## src/hdl/assert_macros.svh

```systemverilog
// Assertion helpers shared by the RTL. Each use stands on a line of its own.
`ifndef ASSERT_MACROS_SVH
`define ASSERT_MACROS_SVH

// Condition that must hold at every clock edge outside reset.
`define CHK_ALWAYS(name, cond, msg) \
  name: assert property (@(posedge clk) disable iff (rst) (cond)) else $error(msg);

// Condition that must hold in the cycle after a trigger, outside reset.
`define CHK_NEXT(name, trig, cond, msg) \
  name: assert property (@(posedge clk) disable iff (rst) (trig) |=> (cond)) else $error(msg);

`endif

```

## src/hdl/lffs_pkg.sv

```systemverilog
`default_nettype none

package lffs_pkg;

  // Input request: a start request or a time tick.
  typedef struct packed {
    logic        mode;
    logic [31:0] now_ms;
    logic [7:0]  flash_count;
    logic        restore_defaults;
    logic        lamp_on;
    logic [15:0] present_lightness;
    logic [15:0] present_temperature;
    logic [15:0] saved_lightness;
    logic [15:0] saved_temperature;
  } item_t;

  // Result request, one per tick.
  typedef struct packed {
    logic [15:0] drive_lightness;
    logic [15:0] drive_temperature;
    logic        finished;
  } result_t;

  // Per-tick values that ride along the fade pipeline.
  typedef struct packed {
    logic        fin;
    logic [15:0] fin_level;
    logic [15:0] temp;
    logic [15:0] start_level;
    logic [15:0] end_level;
  } ctl_t;

  localparam logic MODE_START = 1'b0;
  localparam logic MODE_TICK  = 1'b1;

  // Register select, taken from the word address bit.
  localparam logic REG_DEF_LIGHT = 1'b0;
  localparam logic REG_DEF_TEMP  = 1'b1;

  localparam logic [15:0] LIGHT_RESET = 16'd65535;
  localparam logic [14:0] TEMP_RESET  = 15'd20000;

  // Fade timing in milliseconds.
  localparam int PERIOD_MS = 1000;
  localparam int FADE_MS   = 600;
  localparam int RAMP_MS   = 400;
  localparam int SPAN_W    = 18;

  // Residue modulo one period: 10-bit chunks, 2^10 mod 1000 = 24.
  localparam int CHUNK_W    = 10;
  localparam int CHUNK_WRAP = 24;
  localparam int SUM_W      = 23;
  localparam int FOLD1_W    = 18;
  localparam int FOLD2_W    = 13;
  localparam int FOLD3_W    = 11;
  localparam int RES_W      = 10;

  // Scaling: level = base * num / 400 or / 600 via reciprocal multiply.
  localparam int PROD_W        = 26;
  localparam int Y_W           = 23;
  localparam int RECIP_W       = 24;
  localparam int PRE_SHIFT_400 = 4;
  localparam int PRE_SHIFT_600 = 3;
  localparam int SHIFT_400     = 26;
  localparam int SHIFT_600     = 30;
  localparam logic [RECIP_W-1:0] RECIP_400 = 24'd2684355;
  localparam logic [RECIP_W-1:0] RECIP_600 = 24'd14316558;

  // Weight of chunk i of a time difference, modulo one period.
  function automatic logic [CHUNK_W-1:0] chunk_weight(input int unsigned i);
    int unsigned w;
    int unsigned k;
    w = 1;
    for (k = 0; k < i; k++) begin
      w = (w * CHUNK_WRAP) % 1000;
    end
    return CHUNK_W'(w);
  endfunction

endpackage

`default_nettype wire

```

## src/hdl/led_flash_fade_sequencer.sv

```systemverilog
`default_nettype none
// Lamp flash and fade sequencer.
// Input channel (item, item_valid, item_stall): a start request latches the
// sequence levels, temperatures and end time and gives no result; a tick
// request carries the time in ms and gives exactly one result request.
// Output channel (result, result_valid, result_stall): the lightness and
// temperature to drive, and finished once the end time is reached.
// Configuration: APB-style writes set the default lightness (address 0) and
// default temperature (address 4); pready is always high.
// Pipeline: a tick passes through the input register, time difference,
// chunked modulo (three stages), level multiply and reciprocal divide
// before its result shows.
// Throughput: one request per cycle unless result_stall backs up the
// pipeline. item_stall is a registered skid flag, so it rises in the cycle after
// the pipeline backs up and one extra request is held in the skid register.
// A stalled result holds; earlier stages keep filling until they are full.
// Reset (rst, synchronous) clears all sequence state, empties the pipeline
// and restores the default lightness and temperature; a tick before any
// start reports finished with zero lightness and temperature.

module led_flash_fade_sequencer
  import lffs_pkg::*;
#(
  parameter int TIME_WIDTH = 32
) (
  input  logic        clk,
  input  logic        rst,
  input  item_t       item,
  input  logic        item_valid,
  output logic        item_stall,
  output result_t     result,
  output logic        result_valid,
  input  logic        result_stall,
  input  logic        psel,
  input  logic        penable,
  input  logic        pwrite,
  input  logic [2:0]  paddr,
  input  logic [31:0] pwdata,
  output logic [31:0] prdata,
  output logic        pready
);

  // Configuration registers.
  logic [15:0] default_lightness;
  logic [14:0] default_temperature;
  logic [15:0] def_temp16;

  // Sequence state.
  logic [15:0]           start_level;
  logic [15:0]           target_level;
  logic [15:0]           running_temperature;
  logic [15:0]           target_temperature;
  logic [TIME_WIDTH-1:0] end_time;

  // Input register and skid buffer.
  item_t s0;
  item_t skid;
  logic  v0;
  logic  skid_v;
  logic  accept;
  logic  drain0;
  logic  rdy0;
  logic  is_start;

  // Pipeline valids, readies and control payload.
  logic [6:1] v;
  logic [6:1] rdy;
  ctl_t       ctl [1:5];
  ctl_t       ctl1_next;

  // Start and tick arithmetic on the input register.
  logic [TIME_WIDTH+31:0] now_wide;
  logic [TIME_WIDTH-1:0]  now_t;
  logic [SPAN_W-1:0]      span;
  logic [TIME_WIDTH-1:0]  end_on;
  logic [TIME_WIDTH-1:0]  end_off;
  logic [TIME_WIDTH:0]    diff;
  logic [TIME_WIDTH-1:0]  d_next;
  logic [TIME_WIDTH-1:0]  d1;
  logic                   fin;
  logic                   near;
  logic [15:0]            st_level;
  logic [15:0]            st_run_t;
  logic [15:0]            st_tgt_l;
  logic [15:0]            st_tgt_t;
  logic [TIME_WIDTH-1:0]  st_end;

  // Fade level arithmetic.
  logic [RES_W-1:0]          r4;
  logic                      sel_next;
  logic [RES_W-1:0]          num;
  logic [15:0]               base;
  logic [PROD_W-1:0]         p5;
  logic                      sel5;
  logic [Y_W-1:0]            y;
  logic [RECIP_W-1:0]        recip;
  logic [Y_W+RECIP_W-1:0]    quot_prod;
  logic [15:0]               level;

  assign pready     = 1'b1;
  assign def_temp16 = {1'b0, default_temperature};

  // Configuration write and read.
  always_ff @(posedge clk) begin
    if (rst) begin
      default_lightness   <= LIGHT_RESET;
      default_temperature <= TEMP_RESET;
    end else if (psel && penable && pwrite && pready) begin
      unique case (paddr[2])
        REG_DEF_LIGHT: default_lightness   <= pwdata[15:0];
        REG_DEF_TEMP:  default_temperature <= pwdata[14:0];
        default: ;
      endcase
    end
  end

  always_comb begin
    unique case (paddr[2])
      REG_DEF_LIGHT: prdata = {16'd0, default_lightness};
      REG_DEF_TEMP:  prdata = {17'd0, default_temperature};
      default:       prdata = '0;
    endcase
  end

  // Ready chain from the output register back to the input register.
  always_comb begin
    rdy[6] = !v[6] || !result_stall;
    for (int k = 5; k >= 1; k--) begin
      rdy[k] = !v[k] || rdy[k+1];
    end
  end

  assign is_start   = (s0.mode == MODE_START);
  assign drain0     = v0 && (is_start || rdy[1]);
  assign rdy0       = !v0 || drain0;
  assign item_stall = skid_v;
  assign accept     = item_valid && !skid_v;

  // Input register with a skid entry behind it.
  always_ff @(posedge clk) begin
    if (rst) begin
      v0     <= 1'b0;
      skid_v <= 1'b0;
    end else begin
      if (rdy0) begin
        v0 <= skid_v || accept;
      end
      if (rdy0) begin
        skid_v <= 1'b0;
      end else if (accept) begin
        skid_v <= 1'b1;
      end
    end
  end

  always_ff @(posedge clk) begin
    if (rdy0) begin
      s0 <= skid_v ? skid : item;
    end
    if (accept && !rdy0) begin
      skid <= item;
    end
  end

  // Time of the request, fitted to the time width.
  assign now_wide = {{TIME_WIDTH{1'b0}}, s0.now_ms};
  assign now_t    = now_wide[TIME_WIDTH-1:0];
  assign span     = SPAN_W'(s0.flash_count) * SPAN_W'(PERIOD_MS);
  assign end_on   = now_t + TIME_WIDTH'(span);
  assign end_off  = end_on - TIME_WIDTH'(RAMP_MS);

  // Start request: pick levels and temperatures by lamp state.
  always_comb begin
    if (s0.lamp_on) begin
      st_level = (s0.present_lightness != '0) ? s0.present_lightness : default_lightness;
      st_run_t = (s0.present_temperature != '0) ? s0.present_temperature : def_temp16;
      st_tgt_l = s0.restore_defaults ? default_lightness : st_level;
      st_end   = end_on;
    end else begin
      st_level = (s0.saved_lightness != '0 && !s0.restore_defaults) ?
                 s0.saved_lightness : default_lightness;
      st_run_t = (s0.saved_temperature != '0) ? s0.saved_temperature : def_temp16;
      st_tgt_l = st_level;
      st_end   = end_off;
    end
    st_tgt_t = s0.restore_defaults ? def_temp16 : st_run_t;
  end

  // Tick request: remaining time, end check and near-end check.
  always_comb begin
    diff   = {1'b0, end_time} - {1'b0, now_t};
    d_next = diff[TIME_WIDTH-1:0];
    fin    = diff[TIME_WIDTH] || (d_next == '0);
    near   = d_next < TIME_WIDTH'(PERIOD_MS);

    ctl1_next.fin         = fin;
    ctl1_next.fin_level   = target_level;
    ctl1_next.start_level = start_level;
    ctl1_next.end_level   = near ? target_level : start_level;
    if (fin || near) begin
      ctl1_next.temp = target_temperature;
    end else begin
      ctl1_next.temp = running_temperature;
    end
  end

  // Sequence state update as a request leaves the input register.
  always_ff @(posedge clk) begin
    if (rst) begin
      start_level         <= '0;
      target_level        <= '0;
      running_temperature <= '0;
      target_temperature  <= '0;
      end_time            <= '0;
    end else if (drain0) begin
      if (is_start) begin
        start_level         <= st_level;
        target_level        <= st_tgt_l;
        running_temperature <= st_run_t;
        target_temperature  <= st_tgt_t;
        end_time            <= st_end;
      end else if (!fin && near) begin
        running_temperature <= target_temperature;
      end
    end
  end

  // Pipeline valids; only ticks enter the fade pipeline.
  always_ff @(posedge clk) begin
    if (rst) begin
      v <= '0;
    end else begin
      if (rdy[1]) begin
        v[1] <= v0 && (s0.mode == MODE_TICK);
      end
      for (int k = 2; k <= 6; k++) begin
        if (rdy[k]) begin
          v[k] <= v[k-1];
        end
      end
    end
  end

  // Control payload rides along with the valids.
  always_ff @(posedge clk) begin
    if (rdy[1]) begin
      ctl[1] <= ctl1_next;
      d1     <= d_next;
    end
    for (int k = 2; k <= 5; k++) begin
      if (rdy[k]) begin
        ctl[k] <= ctl[k-1];
      end
    end
  end

  // Remaining time modulo one period, three stages.
  lffs_residue #(
    .TIME_WIDTH (TIME_WIDTH)
  ) u_residue (
    .clk (clk),
    .en  ({rdy[4], rdy[3], rdy[2]}),
    .d   (d1),
    .r   (r4)
  );

  // Ramp-up or fade-down numerator and its product with the level.
  always_comb begin
    sel_next = r4 > RES_W'(FADE_MS);
    if (sel_next) begin
      num  = r4 - RES_W'(FADE_MS);
      base = ctl[4].start_level;
    end else begin
      num  = RES_W'(FADE_MS) - r4;
      base = ctl[4].end_level;
    end
  end

  always_ff @(posedge clk) begin
    if (rdy[5]) begin
      p5   <= PROD_W'(base) * PROD_W'(num);
      sel5 <= sel_next;
    end
  end

  // Divide by 400 or 600 through an exact reciprocal multiply.
  always_comb begin
    if (sel5) begin
      y     = Y_W'(p5 >> PRE_SHIFT_400);
      recip = RECIP_400;
    end else begin
      y     = Y_W'(p5 >> PRE_SHIFT_600);
      recip = RECIP_600;
    end
    quot_prod = (Y_W+RECIP_W)'(y) * (Y_W+RECIP_W)'(recip);
    if (sel5) begin
      level = 16'(quot_prod >> SHIFT_400);
    end else begin
      level = 16'(quot_prod >> SHIFT_600);
    end
  end

  // Output register.
  always_ff @(posedge clk) begin
    if (rdy[6]) begin
      result.finished          <= ctl[5].fin;
      result.drive_temperature <= ctl[5].temp;
      result.drive_lightness   <= ctl[5].fin ? ctl[5].fin_level : level;
    end
  end

  assign result_valid = v[6];

  `include "assert_macros.svh"

  // The skid entry is only filled behind an occupied input register.
  `CHK_ALWAYS(a_skid_behind_input, !skid_v || v0, "skid full with empty input register")

  // The running temperature only moves when a request leaves the input register.
  `CHK_NEXT(a_temp_only_on_drain, !drain0, $stable(running_temperature), "temperature moved without a request")

  // The residue unit always delivers a value below one period.
  `CHK_ALWAYS(a_residue_range, !v[4] || (r4 < RES_W'(PERIOD_MS)), "residue out of range")

endmodule

`default_nettype wire

```

## src/hdl/lffs_residue.sv

```systemverilog
`default_nettype none

module lffs_residue
  import lffs_pkg::*;
#(
  parameter int TIME_WIDTH = 32
) (
  input  logic                  clk,
  input  logic [2:0]            en,
  input  logic [TIME_WIDTH-1:0] d,
  output logic [RES_W-1:0]      r
);

  localparam int NCH = (TIME_WIDTH + CHUNK_W - 1) / CHUNK_W;

  logic [NCH*CHUNK_W-1:0] dpad;
  logic [SUM_W-1:0]       sum_next;
  logic [SUM_W-1:0]       sum;
  logic [FOLD1_W-1:0]     fold1;
  logic [FOLD2_W-1:0]     fold_next;
  logic [FOLD2_W-1:0]     fold;
  logic [FOLD3_W-1:0]     fold3;
  logic [RES_W-1:0]       r_next;

  assign dpad = (NCH*CHUNK_W)'(d);

  // Weighted sum of the chunks, each weight reduced modulo one period.
  always_comb begin
    sum_next = '0;
    for (int i = 0; i < NCH; i++) begin
      sum_next = sum_next + SUM_W'(dpad[i*CHUNK_W +: CHUNK_W]) * SUM_W'(chunk_weight(i));
    end
  end

  always_ff @(posedge clk) begin
    if (en[0]) begin
      sum <= sum_next;
    end
  end

  // Two folds of the upper bits back onto the low chunk.
  assign fold1 = FOLD1_W'(sum[SUM_W-1:CHUNK_W]) * FOLD1_W'(CHUNK_WRAP)
               + FOLD1_W'(sum[CHUNK_W-1:0]);
  assign fold_next = FOLD2_W'(fold1[FOLD1_W-1:CHUNK_W]) * FOLD2_W'(CHUNK_WRAP)
                   + FOLD2_W'(fold1[CHUNK_W-1:0]);

  always_ff @(posedge clk) begin
    if (en[1]) begin
      fold <= fold_next;
    end
  end

  // Last fold leaves a value below two periods; one subtract finishes it.
  always_comb begin
    fold3 = FOLD3_W'(fold[FOLD2_W-1:CHUNK_W]) * FOLD3_W'(CHUNK_WRAP)
          + FOLD3_W'(fold[CHUNK_W-1:0]);
    if (fold3 >= FOLD3_W'(PERIOD_MS)) begin
      r_next = RES_W'(fold3 - FOLD3_W'(PERIOD_MS));
    end else begin
      r_next = RES_W'(fold3);
    end
  end

  always_ff @(posedge clk) begin
    if (en[2]) begin
      r <= r_next;
    end
  end

endmodule

`default_nettype wire

```

## config.mk

```make
export PLATFORM = sky130hd
export DESIGN_NAME = led_flash_fade_sequencer
export DESIGN_NICKNAME = d
export VERILOG_FILES = /design/src/hdl/lffs_pkg.sv /design/src/hdl/led_flash_fade_sequencer.sv /design/src/hdl/lffs_residue.sv
export VERILOG_INCLUDE_DIRS = /design/src /design/src/hdl
export SDC_FILE = /design/constraint.sdc
export NUM_CORES = 2
export LEC_CHECK = 0
export BUFFER_PORTS_ARGS = -buffer_cell sky130_fd_sc_hd__buf_2
export CAP_MARGIN = 20
export CORE_MARGIN = 2
export CORE_UTILIZATION = 49
export CTS_CLUSTER_DIAMETER = 80
export CTS_CLUSTER_SIZE = 30
export DETAILED_ROUTE_END_ITERATION = 16
export PLACE_DENSITY = 0.66
export SYNTH_ARGS = -nofsm -noshare
export SYNTH_HDL_FRONTEND = slang
export SYNTH_HIERARCHICAL = 1
export SYNTH_SLANG_ARGS = --single-unit
```

## constraint.sdc

```tcl
create_clock -name clk -period 52.8 [get_ports clk]
set_input_delay 15.84 -clock clk [delete_from_list [all_inputs] [get_ports clk]]
set_output_delay 15.84 -clock clk [all_outputs]
set_load 0.03 [all_outputs]
```

==> impl_metrics.py <==
metrics = {
    "setup_path": {
        "regToRegSetupSlack_ns": 42.25,
        "worstPathArrival_ns": 16.88,
        "reg2reg_to": "result[25]$_DFFE_PP_",
        "worst_setup_path_end_kind": "output port",
        "r2r_cells": 26,
        "worstPathMaxFanout": 19,
        "cp-startpoint": "paddr[2]",
        "r2r_start": "sel5$_DFFE_PP_",
        "crit_type": "in -> out",
        "crit_path_start_kind": "primary input",
        "required_ns": 36.96,
    },
    "detailed_routing": {
        "wl_met3_um": 5380,
        "vias": 35200,
        "viasPerCell": 5.32,
        "first_iter_violations": 2374,
        "wl_per_cell_um": 18.5,
        "top_layer": "met5",
        "wl_met1_um": 53900,
        "drcViolationCount": 0,
        "first_pass_iters": 6,
        "drt-total-wl_um": 122000,
        "routed-wl-met2_um": 59200,
        "drtAntennaViolNets": 0,
    },
    "yosys": {
        "yosys_warnings": 6,
        "synth_compound_area_share_pct": 8.95,
        "syn_area_per_cell_um2": 11.1,
        "synth_xor_area_share_pct": 2.99,
        "synth_simple_gate_area_share_pct": 8.95,
        "synthCells": 4967,
        "synth_top_family_by_area": "adder cells",
        "syn_area_um2": 55400,
        "ys_types": 103,
        "synthMuxAreaShare_pct": 4.60,
        "ys_seq_area_share_pct": 39.6,
        "synth_edf_count": 640,
        "synthArstFlopShare_pct": 0,
        "synth_fa_ha_area_share_pct": 28.2,
        "ys_ff_latch": 775,
        "synth_flop_cell": "edfxtp_1",
    },
    "global_routing": {
        "grt_max_degree": 79,
        "grt_usage_pct": 21.4,
        "grt_pass1_wl_um": 196000,
        "grt_overflow_total": 0,
        "antenna_found_initial": 4,
        "grt_pass1_vias": 35700,
    },
    "placed_design": {
        "placed_cells": 6542,
        "place_congestion": 0.930,
        "hpwl_um": 98900,
        "placed_area_um2": 57900,
        "numPortBuffers": 181,
        "pre_cts_ws_ns": 20.09,
    },
    "sta": {
        "report.final.hold_viol_count": 0,
        "setup_ws_ns": 20.08,
        "worstMarginPinSlew_ns": 0.985,
        "skew_ns": 0.0498,
        "drv_slew": 0,
        "min_period_ns": 32.72,
        "finalCritPeriodShare_pct": 62.0,
        "rsz0062_at_grt": "false",
        "max_freq_mhz": 30.6,
        "finalSetupViolations": 0,
        "tns_ns": 0,
        "slew_headroom_pct": 34.3,
    },
    "floorplan": {
        "die_area_um2": 116000,
        "fp-row-count": 123,
        "start_util_pct": 49.3,
        "die_w_um": 340,
        "core_um2": 112000,
        "die_h_um": 340,
        "top_level_ports": 217,
    },
    "layout": {
        "n_fill_cell": 9889,
        "synthToLayoutAreaGrowth_pct": 6.92,
        "fin_nets": 6208,
        "fin_area_um2": 59200,
        "finalNonFillerCells": 6613,
        "layout-drive-gt1-share_pct": 10.3,
    },
    "worst_hold_path": {
        "hold_depth": 0,
        "hold_path_class": "reg -> reg",
        "min_from": "ctl[0][92]$_DFFE_PP_",
        "hold_path_end": "ctl[0][157]$_DFFE_PP_",
    },
    "clock_tree": {
        "clk_latency_ns": 0.63,
        "ctsHoldBuffers": 0,
        "cts_buffers": 37,
        "cts-root-buf": "clkbuf_16",
        "ctsResizeCount": 0,
        "cts.path.max_buffers": 3,
        "cts_tree": "done",
        "htreeDepth": 2,
        "clkSlewWorstSetupHoldPaths_ns": 0.10,
        "cts.sinks": 775,
        "postCtsSetupBuffers": 0,
    },
    "flow_run": {
        "maxCapViolations": 0,
    },
    "run_status": {
        "status": "finished clean",
    },
}
[synthesized netlist by cell type (all sizes together), types with 128 or more instances]
| cell type | instances | area (um2) |
|---|---|---|
| a21oi | 237 | 1200 |
| clkbuf | 129 | 484 |
| dfxtp | 135 | 2700 |
| edfxtp | 640 | 19200 |
| fa | 453 | 9070 |
| ha | 523 | 6540 |
| inv | 803 | 3010 |
| mux2 | 171 | 1930 |
| nand2 | 425 | 1600 |
| nor2 | 280 | 1050 |
| o21ai | 177 | 886 |
| xnor2 | 128 | 1130 |
[cell type report]
type	instances	area, um2	area share (%)
Inverter	805	3020	5.10
Clock inverter	15	260	0.440
Multi-Input combinational cell	3246	29900	50.5
Timing Repair Buffer	218	1200	2.02
Sequential cell	775	21900	37.0
Clock buffer	53	1030	1.74
Antenna cell	1	2.50	0.00423
Tap cell	1500	1880	3.17
[worst max-delay path: stages]
cell    delay (ns)
buf_2         0.41
mux2_2        0.43
buf_2         0.19
[metrics by stage]
stage | utilization, % | hold slack (ns)
floorplan | - | 0.400
global placement | 51.5 | 0.401
detailed placement | 51.5 | 0.405
CTS | 52.7 | 0.419
global route | 52.7 | 0.428
finish | 52.7 | 0.420
[how the worst max path moves through the flow]
stage	slack, ns	cells after the start	end
CTS	20.08	3	prdata[7]
floorplan	20.01	3	prdata[10]
finish	20.08	3	prdata[7]
detailed placement	20.09	3	prdata[7]
global placement	20.11	3	prdata[7]
global route	20.04	3	prdata[7]
[cell families (layout without fill, tap and decap cells)]
group	after synthesis	in the layout
and+or+nand+nor	1070	1070
muxes	233	233
xor gates and xnor gates	188	188
AOI/OAI and AO/OA	751	751
other	3	29
DFF	775	775
adders and majority gates	976	976
buffers and inverters	971	1091
[flip-flops by register name, summed over array words and instances, names as in the netlist, 21 cells and up]
register / count
p5: 23
d1: 32
result: 33
s0: 75
now_t: 32
end_time: 32
skid: 107
u_residue/sum: 21
ctl: 293
[layer usage]
layer / vias to the layer above / track usage [%]
met5: - / 0
met4: 4 / 6.31
met3: 166 / 2.55
met2: 802 / 36.3
met1: 17200 / 28.9
li1: 17100 / -
[placed cells by master, fill, tap and decap left out, types with 62 or more instances in the layout]
| master | n |
|---|---|
| ha_1 | 523 |
| dfxtp_1 | 134 |
| mux2i_1 | 62 |
| nor2b_1 | 67 |
| edfxtp_1 | 640 |
| nand2_1 | 422 |
| nor2_1 | 278 |
| xnor2_1 | 125 |
| o21ai_0 | 170 |
| inv_1 | 797 |
| fa_1 | 453 |
| a21oi_1 | 233 |
| mux2_2 | 161 |
| buf_2 | 180 |
Power is not shown: default switching activity piles up to over one toggle a cycle in this logic, so the estimate is an artifact.
